**src/sv/property_frame_codec_assert.svh**
```systemverilog
// ----------------------------------------------------------------------------
// property_frame_codec assertion macros
// clocked by clk, disabled while arst_n is low
// ----------------------------------------------------------------------------
`ifndef PROPERTY_FRAME_CODEC_ASSERT_SVH
`define PROPERTY_FRAME_CODEC_ASSERT_SVH

// same-cycle implication
`define PFC_ASSERT_NOW(label, ante, cons, msg) \
	label: assert property (@(posedge clk) disable iff (!arst_n) (ante) |-> (cons)) \
		else $error(msg);

// next-cycle implication
`define PFC_ASSERT_NEXT(label, ante, cons, msg) \
	label: assert property (@(posedge clk) disable iff (!arst_n) (ante) |=> (cons)) \
		else $error(msg);

`endif

```
**src/sv/pfc_pkg.sv**
```systemverilog
// ----------------------------------------------------------------------------
// pfc_pkg
// types, codes and property layout for the property frame codec
// ----------------------------------------------------------------------------
package pfc_pkg;

	typedef enum logic [1:0] {
		CMD_RX_BYTE = 2'd0,
		CMD_SEND    = 2'd1,
		CMD_WRITE   = 2'd2,
		CMD_READ    = 2'd3
	} cmd_t;

	typedef enum logic [1:0] {
		KIND_TX        = 2'd0,
		KIND_RX_STATUS = 2'd1,
		KIND_LOCAL     = 2'd2
	} kind_t;

	typedef enum logic [2:0] {
		ST_OK        = 3'd0,
		ST_TOO_SHORT = 3'd1,
		ST_BAD_HDR   = 3'd2,
		ST_UNKNOWN   = 3'd3,
		ST_BAD_SUM   = 3'd4,
		ST_RANGE     = 3'd5
	} status_t;

	typedef enum logic [3:0] {
		S_INIT,
		S_IDLE,
		S_COPY,
		S_RX_DONE,
		S_RDWAIT,
		S_HDR,
		S_SRD,
		S_SDAT,
		S_SCHK
	} state_t;

	typedef struct packed {
		kind_t       kind;
		logic [7:0]  out_byte;
		logic        last;
		status_t     status;
	} rsp_t;

	localparam logic [7:0] SYNC0         = 8'hAA;
	localparam logic [7:0] SYNC1         = 8'hBB;
	localparam logic [3:0] PROP_CODE_MAX = 4'd8;
	localparam int         HDR_BYTES     = 4;
	localparam int         MIN_FRAME     = 6;

	// byte offset of a property in the store, t is code minus one
	function automatic int prop_base(input logic [2:0] t, input int loc);
		int b;
		case (t)
			3'd0:    b = 0;
			3'd1:    b = 1;
			3'd2:    b = 2;
			3'd3:    b = 2 + loc;
			3'd4:    b = 4 + loc;
			3'd5:    b = 6 + loc;
			3'd6:    b = 7 + loc;
			default: b = 8 + loc;
		endcase
		return b;
	endfunction

	function automatic int prop_size(input logic [2:0] t, input int loc);
		int s;
		case (t) inside
			3'd2:          s = loc;
			3'd3, 3'd4:    s = 2;
			default:       s = 1;
		endcase
		return s;
	endfunction

	// power-up contents of the store
	function automatic logic [7:0] init_value(input int addr, input int loc);
		logic [7:0] v;
		v = 8'h00;
		if (addr == 0)
			v = 8'h01;
		else if (addr == 1)
			v = 8'h64;
		else if (addr == loc + 2)
			v = 8'h12;
		else if (addr == loc + 3)
			v = 8'h34;
		else if (addr == loc + 4)
			v = 8'h56;
		else if (addr == loc + 5)
			v = 8'h78;
		else if (addr == loc + 6)
			v = 8'h32;
		else if (addr == loc + 7)
			v = 8'h20;
		else if (addr == loc + 8)
			v = 8'h05;
		return v;
	endfunction

endpackage

```
**src/sv/pfc_if.sv**
```systemverilog
// ----------------------------------------------------------------------------
// pfc_if
// request and response channels of the property frame codec
// ----------------------------------------------------------------------------
interface pfc_req_if;
	logic       valid;
	logic       ready;
	logic [1:0] command;
	logic [7:0] data_byte;
	logic       frame_end;
	logic [3:0] property_type;
	logic [4:0] byte_offset;

	modport source (output valid, command, data_byte, frame_end, property_type,
		byte_offset, input ready);
	modport sink (input valid, command, data_byte, frame_end, property_type,
		byte_offset, output ready);
endinterface

interface pfc_rsp_if;
	logic       valid;
	logic       ready;
	logic [1:0] kind;
	logic [7:0] out_byte;
	logic       last;
	logic [2:0] status;

	modport source (output valid, kind, out_byte, last, status, input ready);
	modport sink (input valid, kind, out_byte, last, status, output ready);
endinterface

```
**src/sv/pfc_ram.sv**
```systemverilog
// ----------------------------------------------------------------------------
// pfc_ram
// simple dual-port ram, one write and one registered read port
// ----------------------------------------------------------------------------
module pfc_ram #(
	parameter int WIDTH = 8,
	parameter int DEPTH = 32,
	localparam int AW = (DEPTH > 1) ? $clog2(DEPTH) : 1
) (
	input  logic             clk,
	input  logic             we,
	input  logic [AW-1:0]    waddr,
	input  logic [WIDTH-1:0] wdata,
	input  logic             re,
	input  logic [AW-1:0]    raddr,
	output logic [WIDTH-1:0] rdata
);

	logic [WIDTH-1:0] mem [DEPTH];

	always_ff @(posedge clk) begin
		if (we)
			mem[waddr] <= wdata;
	end

	// read data holds until the next read
	always_ff @(posedge clk) begin
		if (re)
			rdata <= mem[raddr];
	end

endmodule

```
**src/sv/property_frame_codec.sv**
```systemverilog
// ----------------------------------------------------------------------------
// property_frame_codec
// property store with framed byte link: send, receive, local write and read
// ----------------------------------------------------------------------------
// usage
//   req carries one item per handshake: a received link byte, a send
//   request, a local write or a local read. rsp returns the result items
//   through a single output register; the item that ends each command has
//   last set. cfg_wr_en/cfg_wr_data load the receive checksum enable.
// operation
//   received byte without frame end: no result
//   frame end: one status result, once any payload bytes are committed
//   (stage ram read then store ram write, one byte a cycle, then status)
//   local write and any rejected command: one result
//   local read: one result, after the registered store ram read
//   send: four header bytes, then per payload byte a store read and then
//   an output load, then one checksum byte; the store ram read paces the bytes
//   one item is worked at a time; req.ready is low while one is in progress
// reset
//   after arst_n rises the store is loaded with its power-up contents,
//   all 9 + LOCATION_BYTES bytes, with req.ready low
// stalls
//   a held rsp item freezes the sequencer; a new item is still taken in the
//   cycle the waiting result leaves
// ----------------------------------------------------------------------------
module property_frame_codec #(
	parameter int LOCATION_BYTES = 32,
	parameter int RX_FRAME_MAX   = 256
) (
	input  logic clk,
	input  logic arst_n,
	input  logic cfg_wr_en,
	input  logic cfg_wr_data,
	pfc_req_if.sink   req,
	pfc_rsp_if.source rsp
);

	localparam int STORE_BYTES = 9 + LOCATION_BYTES;
	localparam int SA_W  = $clog2(STORE_BYTES);
	localparam int SG_AW = $clog2(LOCATION_BYTES);
	localparam int SZ_W  = $clog2(LOCATION_BYTES + 1);
	localparam int CNT_W = $clog2(RX_FRAME_MAX + 1);
	localparam int CMP_W = (CNT_W > 8) ? CNT_W : 8;

	// sequencer and output register
	pfc_pkg::state_t state_q, state_n;
	logic            out_v_q;
	pfc_pkg::rsp_t   out_q, out_n;
	logic            load_out;
	logic            slot_free;
	logic            accept;
	logic            check_sum_q;

	// store ram ports
	logic            st_we, st_re;
	logic [SA_W-1:0] st_waddr, st_raddr;
	logic [7:0]      st_wdata, st_rdata;

	// payload stage ram ports
	logic             sg_we, sg_re;
	logic [SG_AW-1:0] sg_waddr, sg_raddr;
	logic [7:0]       sg_rdata;

	// receive frame state
	logic [CNT_W-1:0] rx_count_q, rx_count_n;
	logic             rx_hdr_ok_q, rx_hdr_ok_n;
	logic [7:0]       rx_type_q, rx_type_n;
	logic [7:0]       rx_len_q, rx_len_n;
	logic [7:0]       rx_xor_q, rx_xor_n;
	logic [7:0]       rx_last_q, rx_last_n;
	logic             rx_in_frame;
	logic [CNT_W-1:0] rx_pos;
	logic             stage_hit;
	logic             rx_type_ok;
	logic [2:0]       rx_t;
	logic [SZ_W-1:0]  rx_size;
	logic [SA_W-1:0]  rx_base;
	logic [SZ_W-1:0]  rx_copy_n;
	pfc_pkg::status_t rx_status;
	logic             rx_go_copy;

	// commit of a good frame into the store
	logic [SZ_W-1:0]  copy_i_q, copy_n_q;
	logic [SA_W-1:0]  copy_base_q;
	logic [CNT_W-1:0] copy_lim_q;
	logic             copy_issue;
	logic             copy_v_s1;
	logic [SA_W-1:0]  copy_waddr_s1;
	logic             copy_zero_s1;

	// command decode
	pfc_pkg::cmd_t    cmd;
	logic             cmd_type_ok;
	logic [2:0]       cmd_t3;
	logic [SZ_W-1:0]  cmd_size;
	logic [SA_W-1:0]  cmd_base;
	logic             cmd_off_bad;

	// send sequencer
	logic [3:0]       send_type_q;
	logic [SZ_W-1:0]  send_size_q, send_i_q;
	logic [SA_W-1:0]  send_base_q;
	logic [7:0]       send_x_q;
	logic [1:0]       hdr_i_q;
	logic             send_last_dat;

	// power-up fill
	logic [SA_W-1:0]  init_i_q;
	logic             init_done;

	assign slot_free = !out_v_q || rsp.ready;
	assign req.ready = (state_q == pfc_pkg::S_IDLE) && slot_free;
	assign accept    = req.valid && req.ready;
	assign init_done = (init_i_q == SA_W'(STORE_BYTES - 1));

	assign rsp.valid    = out_v_q;
	assign rsp.kind     = out_q.kind;
	assign rsp.out_byte = out_q.out_byte;
	assign rsp.last     = out_q.last;
	assign rsp.status   = out_q.status;

	// ------------------------------------------------------------------
	// command decode: property code and offset checks
	// ------------------------------------------------------------------
	always_comb begin
		cmd         = pfc_pkg::cmd_t'(req.command);
		cmd_type_ok = (req.property_type != 4'd0) &&
			(req.property_type <= pfc_pkg::PROP_CODE_MAX);
		cmd_t3      = 3'(req.property_type - 4'd1);
		cmd_size    = SZ_W'(pfc_pkg::prop_size(cmd_t3, LOCATION_BYTES));
		cmd_base    = SA_W'(pfc_pkg::prop_base(cmd_t3, LOCATION_BYTES));
		cmd_off_bad = ({3'b000, req.byte_offset} >= 8'(cmd_size));
	end

	// ------------------------------------------------------------------
	// receive path: fold one link byte into the frame state
	// ------------------------------------------------------------------
	always_comb begin
		rx_count_n  = rx_count_q;
		rx_hdr_ok_n = rx_hdr_ok_q;
		rx_type_n   = rx_type_q;
		rx_len_n    = rx_len_q;
		rx_xor_n    = rx_xor_q;
		rx_last_n   = rx_last_q;
		stage_hit   = 1'b0;
		rx_in_frame = (rx_count_q < CNT_W'(RX_FRAME_MAX));
		rx_pos      = rx_count_q - CNT_W'(pfc_pkg::HDR_BYTES);
		// bytes past the frame limit are dropped
		if (rx_in_frame) begin
			rx_count_n = rx_count_q + CNT_W'(1);
			if (rx_count_q == CNT_W'(0)) begin
				rx_hdr_ok_n = (req.data_byte == pfc_pkg::SYNC0);
			end else if (rx_count_q == CNT_W'(1)) begin
				rx_hdr_ok_n = rx_hdr_ok_q && (req.data_byte == pfc_pkg::SYNC1);
			end else if (rx_count_q == CNT_W'(2)) begin
				rx_type_n = req.data_byte;
				rx_xor_n  = rx_xor_q ^ req.data_byte;
			end else if (rx_count_q == CNT_W'(3)) begin
				rx_len_n = req.data_byte;
				rx_xor_n = rx_xor_q ^ req.data_byte;
			end else begin
				stage_hit = (rx_pos < CNT_W'(LOCATION_BYTES));
				if (CMP_W'(rx_pos) < CMP_W'(rx_len_q))
					rx_xor_n = rx_xor_q ^ req.data_byte;
				else if (CMP_W'(rx_pos) == CMP_W'(rx_len_q))
					rx_last_n = req.data_byte;
			end
		end

		rx_type_ok = (rx_type_n != 8'd0) && (rx_type_n <= 8'(pfc_pkg::PROP_CODE_MAX));
		rx_t       = 3'(rx_type_n - 8'd1);
		rx_size    = SZ_W'(pfc_pkg::prop_size(rx_t, LOCATION_BYTES));
		rx_base    = SA_W'(pfc_pkg::prop_base(rx_t, LOCATION_BYTES));
		rx_copy_n  = (CMP_W'(rx_len_n) > CMP_W'(rx_size)) ? rx_size : SZ_W'(rx_len_n);

		// frame checks in priority order
		if (rx_count_n < CNT_W'(pfc_pkg::MIN_FRAME))
			rx_status = pfc_pkg::ST_TOO_SHORT;
		else if (!rx_hdr_ok_n)
			rx_status = pfc_pkg::ST_BAD_HDR;
		else if (!rx_type_ok)
			rx_status = pfc_pkg::ST_UNKNOWN;
		else if (check_sum_q && (rx_xor_n != rx_last_n))
			rx_status = pfc_pkg::ST_BAD_SUM;
		else
			rx_status = pfc_pkg::ST_OK;
		rx_go_copy = (rx_status == pfc_pkg::ST_OK) && (rx_copy_n != SZ_W'(0));
	end

	assign copy_issue    = (state_q == pfc_pkg::S_COPY) && (copy_i_q < copy_n_q);
	assign send_last_dat = (SZ_W'(send_i_q + SZ_W'(1)) == send_size_q);

	// ------------------------------------------------------------------
	// next state
	// ------------------------------------------------------------------
	always_comb begin
		state_n = state_q;
		unique case (state_q) inside
			pfc_pkg::S_INIT: begin
				if (init_done)
					state_n = pfc_pkg::S_IDLE;
			end
			pfc_pkg::S_IDLE: begin
				if (accept) begin
					unique case (cmd)
						pfc_pkg::CMD_RX_BYTE: begin
							if (req.frame_end && rx_go_copy)
								state_n = pfc_pkg::S_COPY;
						end
						pfc_pkg::CMD_SEND: begin
							if (cmd_type_ok)
								state_n = pfc_pkg::S_HDR;
						end
						pfc_pkg::CMD_READ: begin
							if (cmd_type_ok && !cmd_off_bad)
								state_n = pfc_pkg::S_RDWAIT;
						end
						default: state_n = pfc_pkg::S_IDLE;
					endcase
				end
			end
			pfc_pkg::S_COPY: begin
				if ((copy_i_q == copy_n_q) && !copy_v_s1)
					state_n = pfc_pkg::S_RX_DONE;
			end
			pfc_pkg::S_RX_DONE, pfc_pkg::S_RDWAIT, pfc_pkg::S_SCHK: begin
				if (slot_free)
					state_n = pfc_pkg::S_IDLE;
			end
			pfc_pkg::S_HDR: begin
				if (slot_free && (hdr_i_q == 2'd3))
					state_n = pfc_pkg::S_SRD;
			end
			pfc_pkg::S_SRD: state_n = pfc_pkg::S_SDAT;
			pfc_pkg::S_SDAT: begin
				if (slot_free)
					state_n = send_last_dat ? pfc_pkg::S_SCHK : pfc_pkg::S_SRD;
			end
			default: state_n = pfc_pkg::S_INIT;
		endcase
	end

	// ------------------------------------------------------------------
	// outputs: ram controls and output register load
	// ------------------------------------------------------------------
	always_comb begin
		load_out = 1'b0;
		out_n    = '{kind: pfc_pkg::KIND_LOCAL, out_byte: 8'h00, last: 1'b1,
			status: pfc_pkg::ST_OK};
		st_we    = 1'b0;
		st_waddr = init_i_q;
		st_wdata = pfc_pkg::init_value(int'(init_i_q), LOCATION_BYTES);
		st_re    = 1'b0;
		st_raddr = cmd_base + SA_W'(req.byte_offset);
		sg_we    = 1'b0;
		sg_waddr = rx_pos[SG_AW-1:0];
		sg_re    = copy_issue;
		sg_raddr = copy_i_q[SG_AW-1:0];
		unique case (state_q)
			pfc_pkg::S_INIT: st_we = 1'b1;
			pfc_pkg::S_IDLE: begin
				if (accept) begin
					unique case (cmd)
						pfc_pkg::CMD_RX_BYTE: begin
							sg_we = stage_hit;
							if (req.frame_end && !rx_go_copy) begin
								load_out     = 1'b1;
								out_n.kind   = pfc_pkg::KIND_RX_STATUS;
								out_n.status = rx_status;
							end
						end
						default: begin
							if (!cmd_type_ok) begin
								load_out     = 1'b1;
								out_n.status = pfc_pkg::ST_UNKNOWN;
							end else if (cmd == pfc_pkg::CMD_SEND) begin
								load_out = 1'b0;
							end else if (cmd_off_bad) begin
								load_out     = 1'b1;
								out_n.status = pfc_pkg::ST_RANGE;
							end else if (cmd == pfc_pkg::CMD_WRITE) begin
								st_we    = 1'b1;
								st_waddr = cmd_base + SA_W'(req.byte_offset);
								st_wdata = req.data_byte;
								load_out = 1'b1;
							end else begin
								st_re = 1'b1;
							end
						end
					endcase
				end
			end
			pfc_pkg::S_COPY: begin
				st_we    = copy_v_s1;
				st_waddr = copy_waddr_s1;
				// stage positions not received this frame read as zero
				st_wdata = copy_zero_s1 ? 8'h00 : sg_rdata;
			end
			pfc_pkg::S_RX_DONE: begin
				load_out   = slot_free;
				out_n.kind = pfc_pkg::KIND_RX_STATUS;
			end
			pfc_pkg::S_RDWAIT: begin
				load_out       = slot_free;
				out_n.out_byte = st_rdata;
			end
			pfc_pkg::S_HDR: begin
				load_out   = slot_free;
				out_n.kind = pfc_pkg::KIND_TX;
				out_n.last = 1'b0;
				case (hdr_i_q)
					2'd0:    out_n.out_byte = pfc_pkg::SYNC0;
					2'd1:    out_n.out_byte = pfc_pkg::SYNC1;
					2'd2:    out_n.out_byte = {4'h0, send_type_q};
					default: out_n.out_byte = 8'(send_size_q);
				endcase
			end
			pfc_pkg::S_SRD: begin
				st_re    = 1'b1;
				st_raddr = send_base_q + SA_W'(send_i_q);
			end
			pfc_pkg::S_SDAT: begin
				load_out       = slot_free;
				out_n.kind     = pfc_pkg::KIND_TX;
				out_n.last     = 1'b0;
				out_n.out_byte = st_rdata;
			end
			pfc_pkg::S_SCHK: begin
				load_out       = slot_free;
				out_n.kind     = pfc_pkg::KIND_TX;
				out_n.out_byte = send_x_q;
			end
			default: load_out = 1'b0;
		endcase
	end

	// ------------------------------------------------------------------
	// control registers
	// ------------------------------------------------------------------
	always_ff @(posedge clk or negedge arst_n) begin
		if (!arst_n) begin
			state_q     <= pfc_pkg::S_INIT;
			out_v_q     <= 1'b0;
			check_sum_q <= 1'b0;
			init_i_q    <= '0;
			rx_count_q  <= '0;
			rx_hdr_ok_q <= 1'b0;
			rx_type_q   <= '0;
			rx_len_q    <= '0;
			rx_xor_q    <= '0;
			rx_last_q   <= '0;
			copy_i_q    <= '0;
			copy_v_s1   <= 1'b0;
			hdr_i_q     <= '0;
			send_i_q    <= '0;
		end else begin
			state_q <= state_n;
			if (load_out)
				out_v_q <= 1'b1;
			else if (rsp.ready)
				out_v_q <= 1'b0;
			if (cfg_wr_en)
				check_sum_q <= cfg_wr_data;
			if (state_q == pfc_pkg::S_INIT)
				init_i_q <= init_i_q + SA_W'(1);

			// frame state clears as soon as the frame end is taken
			if (accept && (cmd == pfc_pkg::CMD_RX_BYTE)) begin
				if (req.frame_end) begin
					rx_count_q  <= '0;
					rx_hdr_ok_q <= 1'b0;
					rx_type_q   <= '0;
					rx_len_q    <= '0;
					rx_xor_q    <= '0;
					rx_last_q   <= '0;
					copy_i_q    <= '0;
				end else begin
					rx_count_q  <= rx_count_n;
					rx_hdr_ok_q <= rx_hdr_ok_n;
					rx_type_q   <= rx_type_n;
					rx_len_q    <= rx_len_n;
					rx_xor_q    <= rx_xor_n;
					rx_last_q   <= rx_last_n;
				end
			end

			copy_v_s1 <= copy_issue;
			if (copy_issue)
				copy_i_q <= copy_i_q + SZ_W'(1);

			if (accept && (cmd == pfc_pkg::CMD_SEND)) begin
				hdr_i_q  <= '0;
				send_i_q <= '0;
			end
			if ((state_q == pfc_pkg::S_HDR) && slot_free)
				hdr_i_q <= hdr_i_q + 2'd1;
			if ((state_q == pfc_pkg::S_SDAT) && slot_free)
				send_i_q <= send_i_q + SZ_W'(1);
		end
	end

	// ------------------------------------------------------------------
	// payload registers
	// ------------------------------------------------------------------
	always_ff @(posedge clk) begin
		if (load_out)
			out_q <= out_n;
		if (accept && (cmd == pfc_pkg::CMD_RX_BYTE) && req.frame_end) begin
			copy_n_q    <= rx_copy_n;
			copy_base_q <= rx_base;
			copy_lim_q  <= rx_count_n - CNT_W'(pfc_pkg::HDR_BYTES);
		end
		copy_waddr_s1 <= copy_base_q + SA_W'(copy_i_q);
		copy_zero_s1  <= (CNT_W'(copy_i_q) >= copy_lim_q);
		if (accept && (cmd == pfc_pkg::CMD_SEND)) begin
			send_type_q <= req.property_type;
			send_size_q <= cmd_size;
			send_base_q <= cmd_base;
			send_x_q    <= {4'h0, req.property_type} ^ 8'(cmd_size);
		end
		if ((state_q == pfc_pkg::S_SDAT) && slot_free)
			send_x_q <= send_x_q ^ st_rdata;
	end

	// ------------------------------------------------------------------
	// memories
	// ------------------------------------------------------------------
	pfc_ram #(
		.WIDTH(8),
		.DEPTH(STORE_BYTES)
	) u_store (
		.clk  (clk),
		.we   (st_we),
		.waddr(st_waddr),
		.wdata(st_wdata),
		.re   (st_re),
		.raddr(st_raddr),
		.rdata(st_rdata)
	);

	pfc_ram #(
		.WIDTH(8),
		.DEPTH(LOCATION_BYTES)
	) u_stage (
		.clk  (clk),
		.we   (sg_we),
		.waddr(sg_waddr),
		.wdata(req.data_byte),
		.re   (sg_re),
		.raddr(sg_raddr),
		.rdata(sg_rdata)
	);

	// ------------------------------------------------------------------
	// assertions
	// ------------------------------------------------------------------
`include "property_frame_codec_assert.svh"

	`PFC_ASSERT_NOW(a_init_blocks_req, state_q == pfc_pkg::S_INIT, !req.ready, "item taken during store fill")
	`PFC_ASSERT_NOW(a_rx_count_bound, 1'b1, rx_count_q <= CNT_W'(RX_FRAME_MAX), "frame count past limit")
	`PFC_ASSERT_NOW(a_copy_in_store, copy_v_s1 && state_q == pfc_pkg::S_COPY, copy_waddr_s1 < SA_W'(STORE_BYTES), "commit outside store")
	`PFC_ASSERT_NEXT(a_checksum_ends_send, state_q == pfc_pkg::S_SCHK && slot_free, state_q == pfc_pkg::S_IDLE && out_v_q && out_q.last, "send did not close")

endmodule
```
**src/flat_wrapper.sv**
```systemverilog
// flat-port wrapper written by rule: the top's interface ports become plain ports
module property_frame_codec_flat 
#(
	parameter int LOCATION_BYTES = 32,
	parameter int RX_FRAME_MAX   = 256
)
  (clk, arst_n, cfg_wr_en, cfg_wr_data, req_valid, req_command, req_data_byte, req_frame_end, req_property_type, req_byte_offset, req_ready, rsp_valid, rsp_kind, rsp_out_byte, rsp_last, rsp_status, rsp_ready);
  pfc_req_if req_i ();
  pfc_rsp_if rsp_i ();
  input  logic clk;
  input  logic arst_n;
  input  logic cfg_wr_en;
  input  logic cfg_wr_data;
  input wire logic [$bits(req_i.valid)-1:0] req_valid;
  input wire logic [$bits(req_i.command)-1:0] req_command;
  input wire logic [$bits(req_i.data_byte)-1:0] req_data_byte;
  input wire logic [$bits(req_i.frame_end)-1:0] req_frame_end;
  input wire logic [$bits(req_i.property_type)-1:0] req_property_type;
  input wire logic [$bits(req_i.byte_offset)-1:0] req_byte_offset;
  output wire logic [$bits(req_i.ready)-1:0] req_ready;
  output wire logic [$bits(rsp_i.valid)-1:0] rsp_valid;
  output wire logic [$bits(rsp_i.kind)-1:0] rsp_kind;
  output wire logic [$bits(rsp_i.out_byte)-1:0] rsp_out_byte;
  output wire logic [$bits(rsp_i.last)-1:0] rsp_last;
  output wire logic [$bits(rsp_i.status)-1:0] rsp_status;
  input wire logic [$bits(rsp_i.ready)-1:0] rsp_ready;
  assign req_i.valid = req_valid;
  assign req_i.command = req_command;
  assign req_i.data_byte = req_data_byte;
  assign req_i.frame_end = req_frame_end;
  assign req_i.property_type = req_property_type;
  assign req_i.byte_offset = req_byte_offset;
  assign req_ready = req_i.ready;
  assign rsp_valid = rsp_i.valid;
  assign rsp_kind = rsp_i.kind;
  assign rsp_out_byte = rsp_i.out_byte;
  assign rsp_last = rsp_i.last;
  assign rsp_status = rsp_i.status;
  assign rsp_i.ready = rsp_ready;
  property_frame_codec #(.LOCATION_BYTES(LOCATION_BYTES), .RX_FRAME_MAX(RX_FRAME_MAX)) u_core (.clk(clk), .arst_n(arst_n), .cfg_wr_en(cfg_wr_en), .cfg_wr_data(cfg_wr_data), .req(req_i), .rsp(rsp_i));
endmodule
```
**config.mk**
```make
export PLATFORM = sky130hd
export DESIGN_NAME = property_frame_codec_flat
export DESIGN_NICKNAME = d
export VERILOG_FILES = /design/src/sv/pfc_pkg.sv /design/src/sv/pfc_if.sv /design/src/sv/pfc_ram.sv /design/src/sv/property_frame_codec.sv /design/src/flat_wrapper.sv
export VERILOG_INCLUDE_DIRS = /design/src /design/src/sv
export SDC_FILE = /design/constraint.sdc
export NUM_CORES = 1
export LEC_CHECK = 0
export BUFFER_PORTS_ARGS = -buffer_cell sky130_fd_sc_hd__buf_2
export CORE_MARGIN = 1.5
export CORE_UTILIZATION = 28
export DETAILED_ROUTE_END_ITERATION = 12
export REMOVE_ABC_BUFFERS = 1
export SETUP_SLACK_MARGIN = 0.02
export SYNTH_ARGS = -nofsm -noshare
export SYNTH_HDL_FRONTEND = slang
export SYNTH_SLANG_ARGS = --single-unit
```
**constraint.sdc**
```tcl
create_clock -name clk -period 6.2 [get_ports clk]
set_input_delay 0.62 -clock clk [delete_from_list [all_inputs] [get_ports clk]]
set_output_delay 0.62 -clock clk [all_outputs]
set_load 0.03 [all_outputs]
```
==> reports/qor.yml, run 1 <==
area_growth_pct: 13.9
regToRegStartpoint: "u_core.rx_count_q[2]"
total_power_w: 0.0141
cp-start-kind: "flip-flop"
gp_congestion: 0.878
overflow: 0
drc_errors: 0
ir_drop_uv: 185
grt_use_total_pct: 13.1
die-width_um: 343
rsz0062_at_grt: "false"
max_cap_viol_count: 0
clk_pin_slew_ps: 60
cts_sinks: 730
fin_skew_ps: 17.7
clock.fmax_ghz: 0.194
hold_viol: 0
drive_gt1_share_pct: 18.9
ys_types: 91
required_ps: 6370
grt_pass1_wl_mm: 117
r2r_setup_slack_ps: 1040
htreeDepth: 3
hp-start: "cfg_wr_data"
worst_pin_slew_ps: 1180
nFillCells: 10901
hp-class: "in2reg"
grt_pass1_vias: 18562
place_area_mm2: 0.0343
syn-instance-count: 2030
status: "finished, final reports clean"
cp_max_fo: 14
tns_ps: 0
yosys_warnings: 0
ant_nets: 0
fin_util_pct: 32.2
wl_per_cell_um: 21.1
fin_area_mm2: 0.0368
initial_utilization_pct: 28.2
yosysSeqAreaShare_pct: 66.6
critPathKind: "reg2reg"
die_h_um: 343
cts_buffer_depth: 3
crit_arrival_ps: 5330
period_needed_ps: 5160
clockRootBuffer: "clkbuf_16"
synth_area_mm2: 0.0323
cp-end-kind: "flip-flop"
rr_worst_depth: 14
leakagePower_nw: 12.1
grt_max_degree: 70
vias_per_cell: 4.96
cts_buffers: 77
vias: 18158
cts_tree: "built"
coreArea_mm2: 0.114
synth_top_area_share_pct: 60.8
highest_layer: "met5"
avgSynthCellArea_um2: 15.9
ys_ff_latch: 730
hold_depth: 2
std_cell_rows: 124
netlist_top_cells_area: "edfxtp_1 61%, mux4_2 11%, dfrtp_1 5.3%"
power_density_mw_per_mm2: 384
synth-edff-count: 654
clk_latency_ps: 630
place_hpwl_mm: 51.4
layout.nets: 2178
drt_iter0_markers: 1864
io_buffers: 41
antenna_found_initial: 5
route.met3.wl_mm: 4.58
finalCritPeriodShare_pct: 83.3
drv_slew: 0
synth_flop_cell: "edfxtp_1"
yosysTopAreaCell: "edfxtp_1"
setup_viol: 0
met1_length_mm: 33.0
synthArstFlopShare_pct: 9.45
r2r_end: "u_core.rsp.out_byte[5]"
wl_met2_mm: 38.0
die_area_mm2: 0.117
drtPass1Iterations: 5
ios: 42
wl_mm: 77.3
hold_path_end: "u_core.check_sum_q"
slew_headroom_pct: 21.2
-- how the worst max path moves through the flow --
stage                                    start                 endpoint  depth (start not counted)
final                     u_core.rx_count_q[2]   u_core.rsp.out_byte[5]                         14
after global routing      u_core.rx_count_q[2]   u_core.rsp.out_byte[3]                         16
after CTS                 u_core.rx_count_q[2]   u_core.rsp.out_byte[5]                         13
after detailed placement  u_core.rx_count_q[2]   u_core.rsp.out_byte[2]                         13
after global placement    u_core.rx_count_q[2]   u_core.rsp.out_byte[6]                         13
after floorplan           req_property_type[2]  u_core.u_store.rdata[0]                         10
-- power by group --
group          switching [W]  internal [W]  leakage, nW  total (W)
Combinational        0.00209       0.00146         4.07    0.00355
Sequential          0.000295       0.00579         6.78    0.00609
Clock                0.00193       0.00257         1.22    0.00450
-- cells in the mapped netlist, types with 12 or more instances --
cell type  instances
a211oi_1          12
a21o_1            13
a21oi_1           64
a22o_1            17
a31oi_1           19
buf_2             14
clkbuf_1          61
dfrtp_1           69
edfxtp_1         654
ha_1              61
inv_1             64
mux2_2            18
mux2i_1           35
mux4_2           160
nand2_1          110
nand2b_1          28
nand3_1           40
nor2_1           165
nor2b_1           23
nor3_1            25
o211ai_1          15
o21ai_0           86
o22ai_1           17
xnor2_1           42
xor2_1            13
-- per-stage QoR --
stage	cells	hold slack [ps]	setup WS, ps
6_report	3662	229	1040
3_5_place_dp	3520	405	1000
5_1_grt	3662	204	404
3_3_place_gp	3520	402	1240
2_1_floorplan	1931	324	-904
4_1_cts	3660	192	991
-- per-layer routing --
| metal | up-vias | track usage [%] |
|---|---|---|
| met5 | - | 0 |
| met4 | 4 | 3.76 |
| met3 | 116 | 2.16 |
| met2 | 626 | 21.8 |
| met1 | 9310 | 17.5 |
| li1 | 8102 | - |
-- cells by family (layout without fill, tap and decap cells) --
family | Yosys count | after routing | share of synthesized area, %
AOI/OAI and AO/OA | 325 | 325 | 6.76
xor gates and xnor gates | 55 | 55 | 1.49
adders and majority gates | 64 | 64 | 2.55
buffers and inverters | 163 | 281 | 2.23
DFF | 730 | 730 | 66.6
muxes | 215 | 215 | 13.0
other | 0 | 2 | 0
and+or+nand+nor | 478 | 478 | 7.39
-- sequential cells by signal (all words and copies together), names as in the netlist, 3 cells and up --
register	count
u_core.rx_len_q	8
u_core.copy_n_q	6
u_core.send_base_q	5
u_core.copy_base_q	5
u_core.rx_last_q	8
u_core.u_stage.rdata	8
u_core.u_store.rdata	8
u_core.rx_xor_q	8
u_core.rx_type_q	8
u_core.rsp.out_byte	8
u_core.copy_waddr_s1	6
u_core.send_size_q	3
u_core.send_i_q	6
u_core.copy_i_q	6
u_core.rsp.status	3
u_core.u_store.mem	328
u_core.send_x_q	8
u_core.rx_count_q	9
u_core.u_stage.mem	256
u_core.init_i_q	6
u_core.state_q	4
u_core.send_type_q	4
u_core.copy_lim_q	9
-- critical path: stages, from the launching register on --
cell and delay, ps:
dfrtp_1 530, inv_1 170, ha_1 280, xnor2_1 370, inv_1 180, ha_1 330, a21o_1 160, a221o_1 360
a2111oi_2 410, nand2b_1 400, o211a_1 220, o21a_1 190, a21boi_1 160, o21ai_1 340, nand3_1 580
-- placed cells by master, fill, tap and decap left out, types with 18 or more instances in the layout --
cell	n
clkbuf_16	77
dfrtp_1	67
buf_2	40
mux2i_1	32
buf_4	33
nor2b_1	23
o21ai_0	84
edfxtp_1	654
clkinv_2	18
ha_1	61
inv_1	64
mux2_2	18
a21oi_1	64
nor3_1	24
a31oi_1	19
mux4_2	160
xnor2_1	42
nand2_1	110
nor2_1	164
nand3_1	40
nand2b_1	28
-- area by class of cell --
class	instances	area (µm²)	share of cell area (%)
sequential	730	21500	58.5
multi-input combinational	1137	10100	27.5
clock buffer	95	2020	5.50
tap	1512	1890	5.14
timing repair buffer	78	538	1.46
clock inverter	44	458	1.24
inverter	64	240	0.653
antenna	2	5.00	0.0136
-- what timing repair did --
item | in CTS | in global routing
buffers inserted | 0 | 0
setup endpoints to repair | 0 | 0
resized for setup | 0 | 0
hold buffers | 1 | 0
hold endpoints to repair | 25 | 0
No activity file was read; power rests on OpenSTA's default activity.
==> run 2, diff against run 1 <==
--- a/config.mk
+++ b/config.mk
@@ -6,6 +6,7 @@
 export SDC_FILE = /design/constraint.sdc
 export NUM_CORES = 1
 export LEC_CHECK = 0
+export ABC_AREA = 1
 export BUFFER_PORTS_ARGS = -buffer_cell sky130_fd_sc_hd__buf_2
 export CORE_MARGIN = 1.5
 export CORE_UTILIZATION = 28
==> constraint.sdc (replaced) <==
create_clock -name clk -period 4.2 [get_ports clk]
set_input_delay 0.42 -clock clk [delete_from_list [all_inputs] [get_ports clk]]
set_output_delay 0.42 -clock clk [all_outputs]
set_load 0.03 [all_outputs]
==> run 2 against run 1 <==
Cell area rose by 2.5%. Combinational power rose by 96%. Cell count rose by 24%. Flip-flop and latch count did not move. Setup slack got worse by 730 ps. First-iteration DRC count rose by 7.5%. Clock skew rose by 15 ps. Hold slack got worse by 190 ps. Via count rose by 23%. Synthesized cell count rose by 39%. Clock power rose by 40%. Critical path depth rose by 16.
==> reports/qor.yml, run 2 <==
status: "finished, final reports clean"  # unchanged
clk_pin_slew_ps: 60  # about the same
critPathKind: "reg2reg"  # unchanged
hold_path_end: "u_core.send_type_q[2]"  # was u_core.check_sum_q
slew_headroom_pct: 27.8  # was 21.2%
cts_sinks: 730  # unchanged
coreArea_mm2: 0.114  # about the same
avgSynthCellArea_um2: 11.5  # was 15.9 µm²
crit_buf_inv: 5  # was 2
ys_ff_latch: 730  # unchanged
drt_iter0_markers: 2004  # was 1864
leakagePower_nw: 13.6  # was 12.1 nW
io_buffers: 41  # unchanged
clockRootBuffer: "clkbuf_16"  # unchanged
std_cell_rows: 124  # unchanged
dpl_worst_slack_ps: 66.9  # was 1000 ps
vias_per_cell: 4.90  # was 4.96
ys_types: 57  # was 91
ant_nets: 0  # unchanged
crit_arrival_ps: 4250  # was 5330 ps
initial_utilization_pct: 28.2  # about the same
die_area_mm2: 0.117  # about the same
hp-start: "req_property_type[2]"  # was cfg_wr_data
rsz0062_at_grt: "false"  # unchanged
cp_max_fo: 8  # was 14
yosysMostFrequentCell: "edfxtp_1"  # unchanged
clock.fmax_ghz: 0.257  # was 0.194 GHz
synth_area_mm2: 0.0322  # was 0.0323 mm²
period_needed_ps: 3890  # was 5160 ps
overflow: 0  # unchanged
vias: 22278  # was 18158
fin_util_pct: 33.0  # was 32.2%
cts_buffers: 74  # was 77
dp.cells: 4396  # was 3520
grt_pass1_wl_mm: 130  # was 117 mm
hp-class: "in2reg"  # unchanged
drtPass1Iterations: 6  # was 5
max_cap_viol_count: 0  # unchanged
reg_top3: "u_core.u_store.mem x328, u_core.u_stage.mem x256"  # unchanged
synth-edff-count: 654  # unchanged
setup_viol: 0  # unchanged
synth_common_cells: "654 x edfxtp_1, 470 x nor2_1, 366 x o21ai_0"  # was 654 x edfxtp_1, 165 x nor2_1, 160 x mux4_2
yosysTopAreaCell: "edfxtp_1"  # unchanged
final_common_cell: "edfxtp_1"  # unchanged
wl_mm: 86.0  # was 77.3 mm
regMostFlops: "u_core.u_store.mem"  # unchanged
drv_slew: 0  # unchanged
rr_worst_depth: 30  # was 14
crit_slowest_cell: "dfrtp_1"  # was nand3_1
syn-instance-count: 2812  # was 2030
largest_register_ffs: 328  # unchanged
drive_gt1_share_pct: 13.1  # was 18.9%
grt_max_degree: 134  # was 70
tns_ps: 0  # unchanged
finalCritPeriodShare_pct: 92.7  # was 83.3%
synth_top_area_share_pct: 61.0  # was 60.8%
fin_skew_ps: 32.6  # was 17.7 ps
synth_flop_cell: "edfxtp_1"  # unchanged
cp-start-kind: "flip-flop"  # unchanged
final_cell_mix: "654 x edfxtp_1, 467 x nor2_1, 362 x o21ai_0, 298 x nand2_1, 178 x inv_1"  # was 654 x edfxtp_1, 164 x nor2_1, 160 x mux4_2, 110 x nand2_1, 84 x o21ai_0
area_growth_pct: 17.1  # was 13.9%
ios: 42  # unchanged
required_ps: 4560  # was 6370 ps
cp-end-kind: "flip-flop"  # unchanged
htreeDepth: 3  # unchanged
synthArstFlopShare_pct: 9.45  # unchanged
layout.nets: 3063  # was 2178
cts_tree: "built"  # unchanged
yosys_warnings: 0  # unchanged
place_hpwl_mm: 55.7  # was 51.4 mm
max_stage_delay_ps: 420  # was 580 ps
cts_buffer_depth: 3  # unchanged
r2r_setup_slack_ps: 310  # was 1040 ps
power_density_mw_per_mm2: 591  # was 384 mW/mm²
path_delay_family: "simple AND/OR/NAND/NOR gates"  # was compound AO/OA/AOI/OAI gates
grt_pass1_vias: 21171  # was 18562
grt_use_total_pct: 14.5  # was 13.1%
wl_per_cell_um: 18.9  # was 21.1 µm
ir_drop_uv: 381  # was 185 µV
whs_ps: 35.7  # was 229 ps
instances_no_fill: 4542  # was 3662
regToRegStartpoint: "u_core.rx_count_q[0]"  # was u_core.rx_count_q[2]
drc_errors: 0  # unchanged
die_h_um: 342  # was 343 µm
crit_top_cell: "nand2_1"
clk_latency_ps: 660  # was 630 ps
setup_ws_ps: 306  # was 1040 ps
worst_pin_slew_ps: 1080  # was 1180 ps
hold_depth: 1  # was 2
gp_congestion: 0.887  # was 0.878
hold_viol: 0  # unchanged
yosysSeqAreaShare_pct: 66.8  # was 66.6%
netlist_top_cells_area: "edfxtp_1 61%, o21ai_0 5.7%, nor2_1 5.5%"  # was edfxtp_1 61%, mux4_2 11%, dfrtp_1 5.3%
antenna_found_initial: 4  # was 5
r2r_end: "u_core.rsp.out_byte[7]"  # was u_core.rsp.out_byte[5]
die-width_um: 342  # was 343 µm
==> run 2: where the power goes <==
part / switching (W) / internal (W)
clock network: 0.00290 / 0.00340
logic: 0.00491 / 0.00204
registers: 0.000273 / 0.00876
total: 0.00808 / 0.0142
==> run 2: final cells by class <==
cell class | count | area, µm²
Fill cell | 11336 | 76500
Inverter | 196 | 742
Timing Repair Buffer | 219 | 1670
Clock buffer | 84 | 1920
Antenna cell | 1 | 2.50
Tap cell | 1512 | 1890
Sequential cell | 730 | 21500
Clock inverter | 48 | 387
Multi-Input combinational cell | 1752 | 9590
==> run 2: timing repair <==
item,in CTS,in global routing
setup buffers,0,8
gates resized for setup,0,27
hold endpoints to repair,42,0
hold buffers,4,0
endpoints found under the setup margin,0,20
==> run 2: kinds of logic (layout without fill, tap and decap cells) <==
| kind of cell | after synthesis | after routing | share of synthesized area [%] |
|---|---|---|---|
| simple gates | 949 | 949 | 12.3 |
| flops | 730 | 730 | 66.8 |
| compound gates | 692 | 692 | 13.0 |
| buf+inv | 330 | 547 | 4.03 |
| fa+ha+maj | 64 | 64 | 2.56 |
| xor+xnor | 47 | 47 | 1.28 |
| other cells | 0 | 1 | 0 |
==> run 2: worst register-to-register path: cells and delay by family, from the launching register on <==
kind / cells / cell delay, ps
compound gates: 3 / 380
simple gates: 20 / 1910
buf+inv: 5 / 450
fa+ha+maj: 2 / 470
flops: 1 / 420
==> run 2: worst max path at each step <==
stage | startpoint | end | cells after the start
6_report | u_core.rx_count_q[0] | u_core.rsp.out_byte[7] | 30
5_1_grt | u_core.rx_count_q[0] | u_core.rsp.out_byte[7] | 30
4_1_cts | u_core.rx_count_q[3] | u_core.rsp.out_byte[7] | 30
3_5_place_dp | u_core.rx_count_q[3] | u_core.rsp.out_byte[6] | 30
3_3_place_gp | u_core.rx_count_q[3] | u_core.rsp.out_byte[6] | 30
2_1_floorplan | u_core.copy_i_q[0] | u_core.state_q[0] | 9
==> run 2: through the flow <==
| step | power (W) | cell area (µm²) |
|---|---|---|
| 6_report | 0.0223 | 37700 |
| 5_1_grt | 0.0234 | 37700 |
| 4_1_cts | 0.0223 | 37600 |
| 3_5_place_dp | 0.0160 | 35200 |
| 3_3_place_gp | 0.0159 | 35200 |
| 2_1_floorplan | 0.0132 | 31700 |
==> run 2: per-layer routing <==
metal,part of all wire (%),up-vias,GRT usage (%)
met5,0.015,-,0
met4,2.3,2,4.42
met3,6.2,126,2.01
met2,46,687,23.1
met1,45,10966,20.3
li1,-,10497,-
